File: src/hw/rtl/kmte_pkg.sv
package kmte_pkg;

	localparam int SCAN_W = 9;
	localparam logic [3:0] NO_BUTTON = 4'd15;
	localparam logic [6:0] DIGIT_ONE = 7'h31;

	// chord buttons, zero based
	localparam int CLR_A = 1;
	localparam int CLR_B = 2;
	localparam int TOG_A = 4;
	localparam int TOG_B = 5;
	localparam int STO_A = 7;
	localparam int STO_B = 8;

	typedef struct packed {
		logic       letter_mode;
		logic [3:0] last_button;
		logic [1:0] tap_index;
	} tap_state_t;

	typedef struct packed {
		logic [6:0] char_code;
		logic [4:0] position;
		logic       replaced;
		logic       dropped;
	} char_result_t;

	function automatic logic [6:0] letter_char(input logic [3:0] idx, input logic [1:0] tap);
		logic [6:0] c0, c1, c2;
		begin
			case (idx)
				4'd0: begin c0 = 7'h2E; c1 = 7'h51; c2 = 7'h5A; end // . Q Z
				4'd1: begin c0 = 7'h41; c1 = 7'h42; c2 = 7'h43; end // A B C
				4'd2: begin c0 = 7'h44; c1 = 7'h45; c2 = 7'h46; end // D E F
				4'd3: begin c0 = 7'h47; c1 = 7'h48; c2 = 7'h49; end // G H I
				4'd4: begin c0 = 7'h4A; c1 = 7'h4B; c2 = 7'h4C; end // J K L
				4'd5: begin c0 = 7'h4D; c1 = 7'h4E; c2 = 7'h4F; end // M N O
				4'd6: begin c0 = 7'h50; c1 = 7'h52; c2 = 7'h53; end // P R S
				4'd7: begin c0 = 7'h54; c1 = 7'h55; c2 = 7'h56; end // T U V
				4'd8: begin c0 = 7'h57; c1 = 7'h58; c2 = 7'h59; end // W X Y
				default: begin c0 = 7'h2E; c1 = 7'h2E; c2 = 7'h2E; end
			endcase
			case (tap)
				2'd1: letter_char = c1;
				2'd2: letter_char = c2;
				default: letter_char = c0;
			endcase
		end
	endfunction

endpackage

File: src/hw/rtl/keypad_multitap_text_entry.sv
// Multi-tap keypad text entry. Each scan transfer carries the pressed flags of the
// push buttons; buttons 2+3 clear the text, 8+9 are swallowed, 5+6 flip between
// number and letter mode (such a scan types nothing), and every other pressed
// button types one character in ascending order (a repeated letter key cycles
// its letter in place). The typing stage passes on one character per cycle
// while the output register is free; at most one button of each chord pair can
// still type, so a scan types up to six characters. The next scan is taken in the
// cycle its predecessor's last character moves to the output register. The output
// register lets the typing stage run ahead by one character while the sink stalls.
module keypad_multitap_text_entry #(
	parameter int NUM_BUTTONS   = 9,
	parameter int TEXT_CAPACITY = 32
) (
	input  logic       clk,
	input  logic       arst_n,
	input  logic       scan_valid,
	output logic       scan_stall,
	input  logic [8:0] buttons,
	output logic       char_valid,
	input  logic       char_stall,
	output logic [6:0] char_code,
	output logic [4:0] position,
	output logic       replaced,
	output logic       dropped,
	output logic       last_of_scan
);
	import kmte_pkg::*;

	localparam int LEN_W = $clog2(TEXT_CAPACITY + 1);

	// typing stage: buttons still to type plus pending chord effects
	logic              valid_s1;
	logic [SCAN_W-1:0] rem_s1;
	logic              clr_s1;
	logic              tog_s1;

	// editor state
	tap_state_t        st_q;
	logic [LEN_W-1:0]  len_q;

	// output register
	logic              out_valid_q;
	char_result_t      out_q;
	logic              out_last_q;

	logic [SCAN_W-1:0] scan_mask;
	logic [SCAN_W-1:0] masked;
	logic [SCAN_W-1:0] after_clr;
	logic [SCAN_W-1:0] after_sto;
	logic              chord_clr;
	logic              chord_sto;
	logic              chord_tog;

	logic [SCAN_W-1:0] rem_next;
	logic              has_bits;
	logic              out_free;
	logic              step;
	logic              finishing;
	logic              take;
	logic              emit;

	char_result_t      res;
	tap_state_t        st_n;
	tap_state_t        st_upd;
	logic [LEN_W-1:0]  len_n;

	// buttons at or above NUM_BUTTONS do not exist
	always_comb begin
		for (int i = 0; i < SCAN_W; i++) begin
			scan_mask[i] = (i < NUM_BUTTONS);
		end
	end

	// chord decode on the incoming scan, in priority order
	assign masked    = buttons & scan_mask;
	assign chord_clr = masked[CLR_A] & masked[CLR_B];
	assign after_clr = chord_clr ? (masked & ~(SCAN_W'(1) << CLR_A) & ~(SCAN_W'(1) << CLR_B))
	                             : masked;
	assign chord_sto = after_clr[STO_A] & after_clr[STO_B];
	assign after_sto = chord_sto ? (after_clr & ~(SCAN_W'(1) << STO_A) & ~(SCAN_W'(1) << STO_B))
	                             : after_clr;
	assign chord_tog = after_sto[TOG_A] & after_sto[TOG_B];

	// handshake: a character may leave the stage when the output register frees up
	assign has_bits   = |rem_s1;
	assign rem_next   = rem_s1 & (rem_s1 - SCAN_W'(1));
	assign out_free   = !out_valid_q || !char_stall;
	assign step       = valid_s1 && (!has_bits || out_free);
	assign finishing  = step && (rem_next == '0);
	assign scan_stall = valid_s1 && !finishing;
	assign take       = scan_valid && !scan_stall;
	assign emit       = step && has_bits;

	kmte_tap_logic #(
		.TEXT_CAPACITY(TEXT_CAPACITY)
	) u_tap (
		.rem  (rem_s1),
		.clr  (clr_s1),
		.st   (st_q),
		.len  (len_q),
		.res  (res),
		.st_n (st_n),
		.len_n(len_n)
	);

	// toggle chord flips the mode on top of the editor update
	always_comb begin
		st_upd = st_n;
		st_upd.letter_mode = st_n.letter_mode ^ tog_s1;
	end

	// typing stage and editor state
	always_ff @(posedge clk or negedge arst_n) begin
		if (!arst_n) begin
			valid_s1 <= 1'b0;
			rem_s1   <= '0;
			clr_s1   <= 1'b0;
			tog_s1   <= 1'b0;
			st_q     <= '{letter_mode: 1'b0, last_button: NO_BUTTON, tap_index: 2'd0};
			len_q    <= '0;
		end else begin
			if (step) begin
				st_q  <= st_upd;
				len_q <= len_n;
			end
			if (take) begin
				valid_s1 <= 1'b1;
				// a toggle scan types nothing
				rem_s1   <= chord_tog ? '0 : after_sto;
				clr_s1   <= chord_clr;
				tog_s1   <= chord_tog;
			end else if (step) begin
				rem_s1 <= rem_next;
				clr_s1 <= 1'b0;
				tog_s1 <= 1'b0;
				if (finishing) begin
					valid_s1 <= 1'b0;
				end
			end
		end
	end

	// output register, holds while stalled
	always_ff @(posedge clk or negedge arst_n) begin
		if (!arst_n) begin
			out_valid_q <= 1'b0;
		end else if (emit) begin
			out_valid_q <= 1'b1;
		end else if (!char_stall) begin
			out_valid_q <= 1'b0;
		end
	end

	always_ff @(posedge clk) begin
		if (emit) begin
			out_q      <= res;
			out_last_q <= (rem_next == '0);
		end
	end

	assign char_valid   = out_valid_q;
	assign char_code    = out_q.char_code;
	assign position     = out_q.position;
	assign replaced     = out_q.replaced;
	assign dropped      = out_q.dropped;
	assign last_of_scan = out_last_q;

endmodule

File: src/hw/rtl/kmte_tap_logic.sv
module kmte_tap_logic #(
	parameter int TEXT_CAPACITY = 32
) (
	input  logic [kmte_pkg::SCAN_W-1:0]           rem,
	input  logic                                  clr,
	input  kmte_pkg::tap_state_t                  st,
	input  logic [$clog2(TEXT_CAPACITY+1)-1:0]    len,
	output kmte_pkg::char_result_t                res,
	output kmte_pkg::tap_state_t                  st_n,
	output logic [$clog2(TEXT_CAPACITY+1)-1:0]    len_n
);
	import kmte_pkg::*;

	localparam int LEN_W = $clog2(TEXT_CAPACITY + 1);

	logic [3:0]       idx;
	logic [LEN_W-1:0] len_e;
	logic [LEN_W-1:0] len_dec;
	logic [LEN_W+4:0] pos_wide;
	logic [LEN_W+4:0] dec_wide;
	logic [3:0]       last_e;
	logic [1:0]       tap_n;
	logic             letter;
	logic             full;

	// lowest pressed button still to type
	always_comb begin
		idx = 4'd0;
		for (int i = SCAN_W - 1; i >= 0; i--) begin
			if (rem[i]) begin
				idx = 4'(i);
			end
		end
	end

	// clear chord takes effect before the first character
	assign len_e   = clr ? '0 : len;
	assign last_e  = clr ? NO_BUTTON : st.last_button;
	assign len_dec = len_e - LEN_W'(1);
	assign pos_wide = {5'd0, len_e};
	assign dec_wide = {5'd0, len_dec};
	assign letter  = st.letter_mode;
	assign full    = (len_e >= LEN_W'(TEXT_CAPACITY));

	always_comb begin
		case (st.tap_index)
			2'd0: tap_n = 2'd1;
			2'd1: tap_n = 2'd2;
			2'd2: tap_n = 2'd0;
			default: tap_n = 2'd1;
		endcase
	end

	always_comb begin
		st_n = st;
		st_n.last_button = last_e;
		len_n = len_e;
		res.char_code = letter ? letter_char(idx, 2'd0) : DIGIT_ONE + 7'(idx);
		res.position  = pos_wide[4:0];
		res.replaced  = 1'b0;
		res.dropped   = 1'b0;
		if (|rem) begin
			if (letter && last_e == idx && len_e != '0) begin
				// same key again: cycle the letter in place
				st_n.tap_index = tap_n;
				res.char_code  = letter_char(idx, tap_n);
				res.position   = dec_wide[4:0];
				res.replaced   = 1'b1;
			end else begin
				if (letter) begin
					st_n.last_button = NO_BUTTON;
				end
				if (full) begin
					res.position = 5'd0;
					res.dropped  = 1'b1;
				end else begin
					if (letter) begin
						st_n.last_button = idx;
						st_n.tap_index   = 2'd0;
					end
					len_n = len_e + LEN_W'(1);
				end
			end
		end
	end

endmodule

File: config.mk
export PLATFORM = sky130hd
export DESIGN_NAME = keypad_multitap_text_entry
export DESIGN_NICKNAME = d
export VERILOG_FILES = /design/src/hw/rtl/kmte_pkg.sv /design/src/hw/rtl/keypad_multitap_text_entry.sv /design/src/hw/rtl/kmte_tap_logic.sv
export SDC_FILE = /design/constraint.sdc
export NUM_CORES = 1
export LEC_CHECK = 0
export ABC_AREA = 0
export BUFFER_PORTS_ARGS = -buffer_cell sky130_fd_sc_hd__buf_2
export CORE_ASPECT_RATIO = 1.25
export CORE_UTILIZATION = 59
export CTS_CLUSTER_DIAMETER = 80
export CTS_CLUSTER_SIZE = 40
export DETAILED_ROUTE_END_ITERATION = 6
export PLACE_DENSITY = 0.8
export REMOVE_ABC_BUFFERS = 1
export SYNTH_ARGS = -nofsm -noshare
export SYNTH_HDL_FRONTEND = slang
export SYNTH_HIERARCHICAL = 1
export SYNTH_SLANG_ARGS = --single-unit
File: constraint.sdc
create_clock -name clk -period 4.8 [get_ports clk]
set_input_delay 0.24 -clock clk [delete_from_list [all_inputs] [get_ports clk]]
set_output_delay 0.24 -clock clk [all_outputs]
set_load 0.01 [all_outputs]
Yosys cells after proc, flatten, opt, wreduce, memory -nomap -nowiden. Memory sizes are Yosys's and may differ from the RTL's. Cells that the tools add are included.

Input bits: 13. Output and inout port bits: 17. Memories: 2. Register bits after elaboration: 41. Word-level logic and storage cells: 100. Memory bits (read-only): 672.

Memories: (name not given) (words 16, bits a word 21, rd ports 1, clocked after Yosys merged registers in 0, wr ports 0, RTL line kmte_pkg.sv:31) `case (idx)`; (name not given) (words 16, bits a word 21, rd ports 1, clocked after Yosys merged registers in 0, wr ports 0, RTL line kmte_pkg.sv:31).

Eq/ne operators: 7. Add/subtract/negate cells: 4. $lt $le $gt $ge: 1. Bitwise gates (word level): 6. Reduce and logical (&&, ||, !) cells: 23. Muxes and demuxes: 43.

Operators with widths (count): 4-bit 2-to-1 mux (12); 6-bit 2-to-1 mux (7); 9-bit 2-to-1 mux (4); 14-bit 2-to-1 mux (1); 7-bit 2-to-1 mux (2); 7-bit one-hot mux with 2 select lines (1); 1-bit 2-to-1 mux (11); 5-bit 2-to-1 mux (2); 9-bit AND (1); 9-bit logical NOT (1); 9-bit OR reduction (1); 9-bit by 1-bit subtractor with 9-bit output (second input constant) (1); 6-bit by 4-bit adder with 7-bit output (first input constant) (1); 1-bit logical AND (7); 6-bit by 1-bit adder with 6-bit output (second input constant) (1); 6-bit >= comparator (second input constant) (1); 2-bit nonzero test (3); 6-bit nonzero test (1); 1-bit logical NOT (5); 5-bit by 1-bit subtractor with 5-bit output (second input constant) (1); 2-bit by 1-bit equality test with 1-bit output (second input constant) (2); 2-bit equality test (second input constant) (2); 4-bit equality test (1); 2-bit one-hot mux with 2 select lines (1); other kinds (11) (14).

Depth between registers and ports, before layout. Gate-level depths: netlist of the first run.

Depth in word-level cells: 14. Depth in mapped cells: 11. Gate-level depth less buffers: 10.

Hierarchy. The synthesis of the first run kept the hierarchy.

Modules (own cells, without submodules): keypad_multitap_text_entry (area each 1744.2 um^2, times used 1, cells an instance 135, seq. area each 1106.1 um^2); kmte_tap_logic (area each 1332.5 um^2, times used 1, cells an instance 193, seq. area each 0.0 um^2).

Worst setup path after synthesis of the first run. OpenSTA, ideal clock, no wires.

Path kind: flip-flop to flip-flop. Start: register rem_s1[0]. End: register st_q[0] (netlist bit). Cell stages (with the launch flop): 9. Path slack: 2363 ps. Data required time: 4675 ps. Library setup time: 125 ps. Arrival: 2313 ps. Path through: dfrtp_1 > or4_1 > buf_2 > or3_1 > buf_2 > nand2_4 > inv_2 > a22o_1 > mux2_2.

Word-level cells in the longest chain between the ends: 6. Elaborated cells between the ends (all ways): 12. Classes of those cells: eq/ne (2); mux (2); reduce/logical (8).

RTL lines: from (decl) (RTL line keypad_multitap_text_entry.sv:33) `logic [SCAN_W-1:0] rem_s1;`; from (signal assigned) (RTL line keypad_multitap_text_entry.sv:129) `rem_s1 <= chord_tog ? '0 : after_sto;`; from (signal assigned) (RTL line keypad_multitap_text_entry.sv:133) `rem_s1 <= rem_next;`; 4-bit 2-to-1 mux (RTL line kmte_tap_logic.sv:30) `if (rem[i]) begin`; 4-bit equality test (RTL line kmte_tap_logic.sv:63) `if (letter && last_e == idx && len_e != '0) begin`; 1-bit logical AND (2 in series) (RTL line kmte_tap_logic.sv:63); 2-bit inequality test (no source line) or 2-bit nonzero test (tied branches); 4-bit AND reduction (no source line); to (signal assigned) (RTL line keypad_multitap_text_entry.sv:119) `st_q <= '{letter_mode: 1'b0, last_button: NO_BUTTON, tap_index: 2'd0};`; to (signal assigned) (RTL line keypad_multitap_text_entry.sv:123) `st_q <= st_upd;`; to (decl) (RTL line keypad_multitap_text_entry.sv:38) `tap_state_t st_q;`.

Several ways; a longest one is shown, not always the timed one. A chain may end at the register's enable or synchronous reset.

Worst setup path after layout of the first run.
Start: register rem_s1[0]. End: register len_q[1].

Word-level cells in the longest chain between the ends: 6. Elaborated cells between the ends (all ways): 10. Classes of those cells: eq/ne (1); mux (3); reduce/logical (6).

RTL lines: 4-bit 2-to-1 mux (RTL line kmte_tap_logic.sv:30); 4-bit equality test (RTL line kmte_tap_logic.sv:63); 1-bit logical AND (2 in series) (RTL line kmte_tap_logic.sv:63); 6-bit 2-to-1 mux (RTL line kmte_tap_logic.sv:63); 6-bit 2-to-1 mux * (RTL line kmte_tap_logic.sv:62) `if (|rem) begin`; via len_n[1] (RTL line keypad_multitap_text_entry.sv:65) `logic [LEN_W-1:0] len_n;`; to (signal assigned) (RTL line keypad_multitap_text_entry.sv:124) `len_q <= len_n;`; to (decl) (RTL line keypad_multitap_text_entry.sv:39) `logic [LEN_W-1:0] len_q;`.

Mark *: on every way through the listed nets, which the timed path passes. The rest lies on a longest branch.

==> impl_metrics.env, run 1 <==
export IMPL_setup_tns_ns=0
export IMPL_critPathLaunchType="register"
export IMPL_syn_area_per_cell_um2=9.38
export IMPL_grt_setup_unrepaired="false"
export IMPL_syn2layout_area_growth_pct=7.85
export IMPL_place_detailed_hpwl_um=4860
export IMPL_ios=30
export IMPL_number_of_warning_messages_in_the_yosys_log=6
export IMPL_cts_tree="done"
export IMPL_whs_endpoint="rem_s1[7]$_DFFE_PN0P_"
export IMPL_post_cts_repair_setup_buffers=0
export IMPL_timing_final_hold_violations=0
export IMPL_wire_per_inst_um=16.5
export IMPL_drt_initial_drc_count=253
export IMPL_timing_reg2reg_setup_slack_ns=1.68
export IMPL_endpoint_kind="register"
export IMPL_post_synth_instance_area_mm2=0.00308
export IMPL_finalMaxSlewViolations=0
export IMPL_internal_power_mw=1.38
export IMPL_grt_overflow=0
export IMPL_initial_antenna_violation_count=0
export IMPL_routed_via_count=2635
export IMPL_slew_headroom=0.423
export IMPL_finish_cell_count_without_fillers=410
export IMPL_leakage_power_nw=1.35
export IMPL_synth_xor_area_share=0.0199
export IMPL_cell_area_power_density_mw_per_mm2=805
export IMPL_rr_endpoint="len_q[1]$_DFFE_PN0P_"
export IMPL_post_drt_via_cell_ratio=6.43
export IMPL_routed_wl_um=6790
export IMPL_start_util=0.610
export IMPL_post_route_cells_drive_above_1_share=0.233
export IMPL_timing_final_crit_period_ns=3.12
export IMPL_synth_area_leaders="dfrtp_1, edfxtp_1, ha_1"
export IMPL_num_rows=29
export IMPL_syn_inst=328
export IMPL_n_antenna_cell=0
export IMPL_worst_ep_required_time_ns=4.99
export IMPL_post_synth_fa_ha_maj_area_fraction=0.0529
export IMPL_ys_ff_latch=41
export IMPL_final_cell_area_mm2=0.00332
export IMPL_cts_root_buffer_cell="clkbuf_8"
export IMPL_grt_use_total=0.270
export IMPL_route_met2_wl_um=3460
export IMPL_synth_compound_area_frac=0.228
export IMPL_clock_insertion_delay_worst_skew_ns=0.31
export IMPL_finClkSkew_ns=0.00907
export IMPL_timing_final_ws_setup_ns=1.68
export IMPL_power_frac_clock=0.094
export IMPL_seq_power_share=0.288
export IMPL_switching_power_mw=1.29
export IMPL_dp_worst_setup_slack_ns=1.77
export IMPL_worstSetupPathType="register to register"
export IMPL_gp_routability_congestion=0.937
export IMPL_mux_contribution_to_synthesized_area=0.0708
export IMPL_wl_met1_um=2830
export IMPL_drt_pass1_iter_count=5
export IMPL_ant_nets=0
export IMPL_global_route_wire_length_before_repair_um=11300
export IMPL_power_total_mw=2.67
export IMPL_cts_htree_levels=2
export IMPL_vdd_drop_max_uv=436
export IMPL_unique_masters_post_synth=68
export IMPL_power_combinational_fraction=0.617
export IMPL_first_global_vias=2476
export IMPL_core_area_mm2=0.00504
export IMPL_postPlaceCellArea_mm2=0.00321
export IMPL_timing_max_cap_violations=0
export IMPL_switching_share=0.484
export IMPL_worst_ep_arrival_time_ns=3.32
export IMPL_grt_start_max_net_pins=27
export IMPL_ys_seq_area_frac=0.359
export IMPL_floorplan_die_area_mm2=0.00551
export IMPL_layout_core_utilization=0.658
export IMPL_cts_sink_count=41
export IMPL_tightest_slew_ns=0.860
export IMPL_num_nets_final=373
export IMPL_synth_simple_gate_area_frac=0.220
export IMPL_number_of_clock_buffers_inserted_by_tritoncts=5
export IMPL_total_setup_violations_reported_at_the_end_of_the_flow=0
export IMPL_netlist_top_cell_by_area="dfrtp_1"
export IMPL_clock_transition_at_the_registers_of_the_reported_paths_ns=0.09
export IMPL_crit_path_max_fanout=13
export IMPL_min_path_type="primary input to register"
export IMPL_max_clock_path_buffers=2
export IMPL_min_delay_path_depth=2
export IMPL_clock_fmax_mhz=320
export IMPL_placed_cells=401
export IMPL_synth_top_family_by_area="compound AO/OA/AOI/OAI gates"
export IMPL_fin_hold_ws_ns=0.130
export IMPL_reg2regPathDepth=7
export IMPL_met3_length_um=362
export IMPL_die_height_um=82.7
export IMPL_buffer_ports_inserted=29
export IMPL_min_from="buttons[8]"
export IMPL_ys_flop_type="dfrtp_1"
export IMPL_synth_edff_count=15
export IMPL_route_detailed_drc=0
export IMPL_worst_r2r_startpoint="rem_s1[0]$_DFFE_PN0P_"
export IMPL_chipWidth_um=66.6
export IMPL_run_status="finished, final reports clean"
export IMPL_post_route_period_util=0.651
export IMPL_layout_commonest_cell="buf_2"
export IMPL_area_share_of_the_leading_cell_type_in_the_synthesized_netlist=0.179
export IMPL_synth_async_reset_ratio=0.634
export IMPL_mostFrequentLayoutCells="buf_2, dfrtp_1, nor2_1, o21ai_0, nand2_1"
export IMPL_top_layer_used="met4"
flip-flops by register name, summed over array words and instances (netlist names):
signal	flops
rem_s1	9
position	5
st_q	7
len_q	6
char_code	7
valid_s1	1
tog_s1	1
replaced	1
char_valid	1
last_of_scan	1
clr_s1	1
dropped	1
how the worst max path moves through the flow:
stage / start / endpoint / slack (ns) / depth (start not counted)
after floorplan: rem_s1[6]$_DFFE_PN0P_ / len_q[1]$_DFFE_PN0P_ / 2.13 / 8
after global placement: rem_s1[0]$_DFFE_PN0P_ / len_q[1]$_DFFE_PN0P_ / 1.88 / 7
after detailed placement: rem_s1[0]$_DFFE_PN0P_ / len_q[1]$_DFFE_PN0P_ / 1.77 / 7
after CTS: rem_s1[0]$_DFFE_PN0P_ / len_q[1]$_DFFE_PN0P_ / 1.72 / 7
after global routing: rem_s1[0]$_DFFE_PN0P_ / len_q[1]$_DFFE_PN0P_ / 1.50 / 7
final: rem_s1[0]$_DFFE_PN0P_ / len_q[1]$_DFFE_PN0P_ / 1.68 / 7
area by class of cell:
class	count	area [um^2]
clock buffer	5	68.8
clock inverter	3	28.8
fill	423	1730
inverter	12	45.0
multi-input combinational	255	1820
sequential	41	1110
tap	62	77.6
timing repair buffer	32	170
critical path, cell delays in order, from the launching register on:
cell     delay, ns
dfrtp_1       0.55
nor4_4        0.53
nand3_1       0.26
xnor2_1       0.26
nand4_1       0.49
and3_1        0.38
mux2_2        0.26
mux2_2        0.26
power by group through the flow:
stage | logic (mW) | registers [mW] | clock network (mW)
floorplan | 1.20 | 0.773 | 0
global route | 1.83 | 0.803 | 0.266
finish | 1.65 | 0.770 | 0.252
detailed placement | 1.62 | 0.775 | 0
CTS | 1.63 | 0.767 | 0.257
global placement | 1.58 | 0.762 | 0
logic make-up (layout without fill, tap and decap cells):
group                      after synthesis  after routing
and+or+nand+nor                        113            113
AOI/OAI and AO/OA                      102            102
DFF                                     41             41
buffers and inverters                   32             52
muxes                                   20             20
adders and majority gates               13             13
xor gates and xnor gates                 7              7
cells in the mapped netlist (3+ instances only):
master,n
dfrtp_1,22
nor2_1,21
o21ai_0,21
nand2_1,18
a21oi_1,16
nand3_1,16
edfxtp_1,15
mux2_2,14
ha_1,13
clkbuf_1,11
inv_1,11
nand2b_1,11
o21ai_1,9
xnor2_1,7
mux2i_1,6
nor3_1,6
o211ai_1,6
a41oi_1,5
and3_1,5
buf_2,5
o22ai_1,5
dfstp_2,4
a22o_1,3
a311oi_1,3
a31oi_1,3
nor2b_1,3
nor3_2,3
o31a_1,3
o31ai_2,3
or4_4,3
layer usage:
metal | GRT usage | vias up
li1 | - | 1277
met1 | 0.313 | 1247
met2 | 0.479 | 95
met3 | 0.0467 | 16
met4 | 0.123 | 0
met5 | 0 | -
timing repair:
| action | 4_1_cts | 5_1_grt |
|---|---|---|
| gates resized for setup | 0 | 0 |
| hold buffers | 1 | 0 |
| hold endpoints to repair | 22 | 0 |
(Power assumes the default switching activity.)
==> run 2: changes to the inputs <==
- ABC_AREA: 0 -> 1
- PLACE_DENSITY: 0.8 -> 0.79
- clock period: 4.8 -> 2.9 ns (I/O delays scaled with it)
==> run 2 against run 1 <==
Clock skew down 0.0030 ns. Via count rose by 20%. Cell count grew 42%. Synthesized cell count grew 50%. Largest power group unchanged.
==> impl_metrics.env, run 2 <==
export IMPL_timing_max_cap_violations=0
export IMPL_cts_htree_levels=2
export IMPL_ios=30
export IMPL_crit_path_max_fanout=19
export IMPL_crit_buf_inv=2
export IMPL_num_nets_final=543
export IMPL_syn2layout_area_growth_pct=7.64
export IMPL_total_setup_violations_reported_at_the_end_of_the_flow=0
export IMPL_largest_register="rem_s1"
export IMPL_worst_r2r_startpoint="clr_s1$_DFFE_PN0P_"
export IMPL_slew_headroom=0.593
export IMPL_worst_ep_arrival_time_ns=2.70
export IMPL_initial_antenna_violation_count=0
export IMPL_power_total_mw=4.40
export IMPL_crit_slowest_cell="dfrtp_1"
export IMPL_timing_final_crit_period_ns=2.52
export IMPL_number_of_clock_buffers_inserted_by_tritoncts=5
export IMPL_synth_area_leaders="nand2_1, dfrtp_1, edfxtp_1"
export IMPL_ys_seq_area_frac=0.336
export IMPL_ys_flop_type="dfrtp_1"
export IMPL_max_clock_path_buffers=2
export IMPL_critPathLaunch="clr_s1$_DFFE_PN0P_"
export IMPL_min_path_type="primary input to register"
export IMPL_grtUsageMet2=0.511
export IMPL_timing_final_ws_setup_ns=0.376
export IMPL_power_frac_clock=0.101
export IMPL_timing_final_hold_violations=0
export IMPL_layout_core_utilization=0.656
export IMPL_route_detailed_drc=0
export IMPL_buffer_ports_inserted=29
export IMPL_post_route_period_util=0.870
export IMPL_gp_routability_congestion=0.925
export IMPL_place_detailed_hpwl_um=5770
export IMPL_mostFrequentLayoutCells="nand2_1, inv_1, nand3_1"
export IMPL_wire_per_inst_um=13.1
export IMPL_clock_insertion_delay_worst_skew_ns=0.31
export IMPL_power_combinational_fraction=0.640
export IMPL_post_cts_repair_setup_buffers=0
export IMPL_cts_root_buffer_cell="clkbuf_8"
export IMPL_finClkSkew_ns=0.00603
export IMPL_grt_use_total=0.297
export IMPL_grt_overflow=0
export IMPL_clock_fmax_mhz=396
export IMPL_first_global_vias=2954
export IMPL_syn_area_per_cell_um2=6.68
export IMPL_grt_setup_unrepaired="false"
export IMPL_leakage_power_nw=1.92
export IMPL_n_antenna_cell=0
export IMPL_grtUsageMet3=0.0452
export IMPL_grt_start_max_net_pins=27
export IMPL_critPathTopFamily="simple AND/OR/NAND/NOR gates"
export IMPL_cts_sink_count=41
export IMPL_synth_top_cells_by_count="nand2_1, inv_1, nand3_1"
export IMPL_ys_ff_latch=41
export IMPL_start_util=0.609
export IMPL_global_route_wire_length_before_repair_um=13200
export IMPL_cts_tree="done"
export IMPL_min_from="char_stall"
export IMPL_synth_edff_count=15
export IMPL_largest_reg_flops=9
export IMPL_unique_masters_post_synth=35
export IMPL_critPathLaunchType="register"
export IMPL_synth_most_common_cell="nand2_1"
export IMPL_worst_path_most_repeated_cell="nand3_1"
export IMPL_worstSetupPathType="register to register"
export IMPL_die_height_um=85.5
export IMPL_synth_async_reset_ratio=0.634
export IMPL_syn_inst=493
export IMPL_seq_power_share=0.259
export IMPL_fillerInstances=515
export IMPL_drt_initial_drc_count=317
export IMPL_switching_share=0.525
export IMPL_cell_area_power_density_mw_per_mm2=1240
export IMPL_dp_worst_setup_slack_ns=0.451
export IMPL_drt_pass1_iter_count=6
export IMPL_quantity_of_hold_fixing_buffers_added_after_cts=1
export IMPL_grt_util_met1=0.356
export IMPL_number_of_warning_messages_in_the_yosys_log=6
export IMPL_layout_commonest_cell="nand2_1"
export IMPL_post_drt_via_cell_ratio=5.43
export IMPL_worst_path_max_stage_delay_ns=0.52
export IMPL_core_area_mm2=0.00541
export IMPL_num_rows=30
export IMPL_worst_ep_required_time_ns=3.07
export IMPL_run_status="finished, final reports clean"
export IMPL_ant_nets=0
export IMPL_clock_transition_at_the_registers_of_the_reported_paths_ns=0.08
export IMPL_timing_critical_path_cells="inv_1 -> nand2_1 -> ha_1 -> nand3_1 -> nand3_1 -> nor2_2 -> nand2_2 -> nor2_8 -> nand2_2 -> inv_1 -> nand3_1 -> nand2_1"
export IMPL_setup_tns_ns=0
export IMPL_chipWidth_um=68.8
export IMPL_post_synth_instance_area_mm2=0.00329
export IMPL_internal_power_mw=2.09
export IMPL_post_route_cells_drive_above_1_share=0.151
export IMPL_netlist_top_cell_by_area="nand2_1"
export IMPL_area_share_of_the_leading_cell_type_in_the_synthesized_netlist=0.206
export IMPL_endpoint_kind="register"
export IMPL_finalMaxSlewViolations=0
export IMPL_floorplan_die_area_mm2=0.00589
export IMPL_gr_max_usage_layer="met2"
export IMPL_tightest_slew_ns=0.610
export IMPL_routed_wl_um=7620
export IMPL_routed_via_count=3162
export IMPL_vdd_drop_max_uv=716
export IMPL_post_cts_sizing_count=0
export IMPL_switching_power_mw=2.31
==> run 2: changes by cell type in the layout (fill, tap and decap cells not counted), sizes merged, moves of 6 or more <==
| cell | before | now |
|---|---|---|
| nand4 | 2 | 9 |
| mux2 | 14 | 0 |
| xnor2 | 7 | 1 |
| a21oi | 17 | 9 |
| nand2 | 21 | 191 |
| inv | 15 | 63 |
| nand3 | 16 | 54 |
| nor2 | 23 | 54 |
| nand2b | 11 | 0 |
==> run 2: worst paths after layout <==
kind,endpoint,slack [ns],cells past startpoint
worst max-delay path,char_code[5]$_DFFE_PP_,0.38,12
worst min-delay path,char_valid$_DFFE_PN0P_,0.07,3
worst max register to register,char_code[5]$_DFFE_PP_,0.38,12
worst min register to register,st_q[3]$_DFFE_PN1P_,0.47,2
max in group asynchronous,rem_s1[1]$_DFFE_PN0P_,2.14,2
min in group asynchronous,len_q[1]$_DFFE_PN0P_,0.37,2
==> run 2: cells by family after synthesis <==
kind of cell	count (synthesis)	synth area share
xor+xnor	5	0.0133
flops	41	0.336
compound gates	39	0.0657
buf+inv	77	0.102
mux	1	0.00304
fa+ha+maj	13	0.0494
simple gates	317	0.430
==> run 2: stage by stage <==
step / hold WS, ns / std cells / cell area (um^2)
final: 0.0687 / 582 / 3540
after floorplan: -0.151 / 479 / 3190
after CTS: 0.0629 / 582 / 3540
after global routing: 0.0764 / 582 / 3540
after detailed placement: 0.180 / 573 / 3430
after global placement: 0.178 / 573 / 3430
==> run 2: final cells by class <==
class	count	area (um^2)	share of cell area
multi-input cells	375	1850	0.522
clock buffers	6	93.8	0.0265
inverters	63	236	0.0667
clock inverters	2	15.0	0.00424
well taps	64	80.1	0.0226
repair buffers	31	163	0.0459
flip-flops and latches	41	1110	0.312
==> run 2: worst reg2reg max path, cell delays in order (launching register included) <==
cell     delay [ns]
dfrtp_1        0.52
inv_1          0.17
nand2_1        0.15
ha_1           0.24
nand3_1        0.09
nand3_1        0.10
nor2_2         0.12
nand2_2        0.11
nor2_8         0.24
nand2_2        0.22
inv_1          0.22
nand3_1        0.11
nand2_1        0.09
==> run 2: power by group through the flow <==
stage	combinational (mW)	sequential, mW	clock (mW)
floorplan	2.05	1.20	0
global placement	2.78	1.14	0
detailed placement	2.77	1.16	0
CTS	2.79	1.15	0.455
global route	3.21	1.19	0.478
finish	2.82	1.14	0.444
==> run 2: per-layer routing <==
metal	vias up	share of wire
met5	-	0
met4	0	0.029
met3	22	0.046
met2	104	0.52
met1	1430	0.41
li1	1606	-
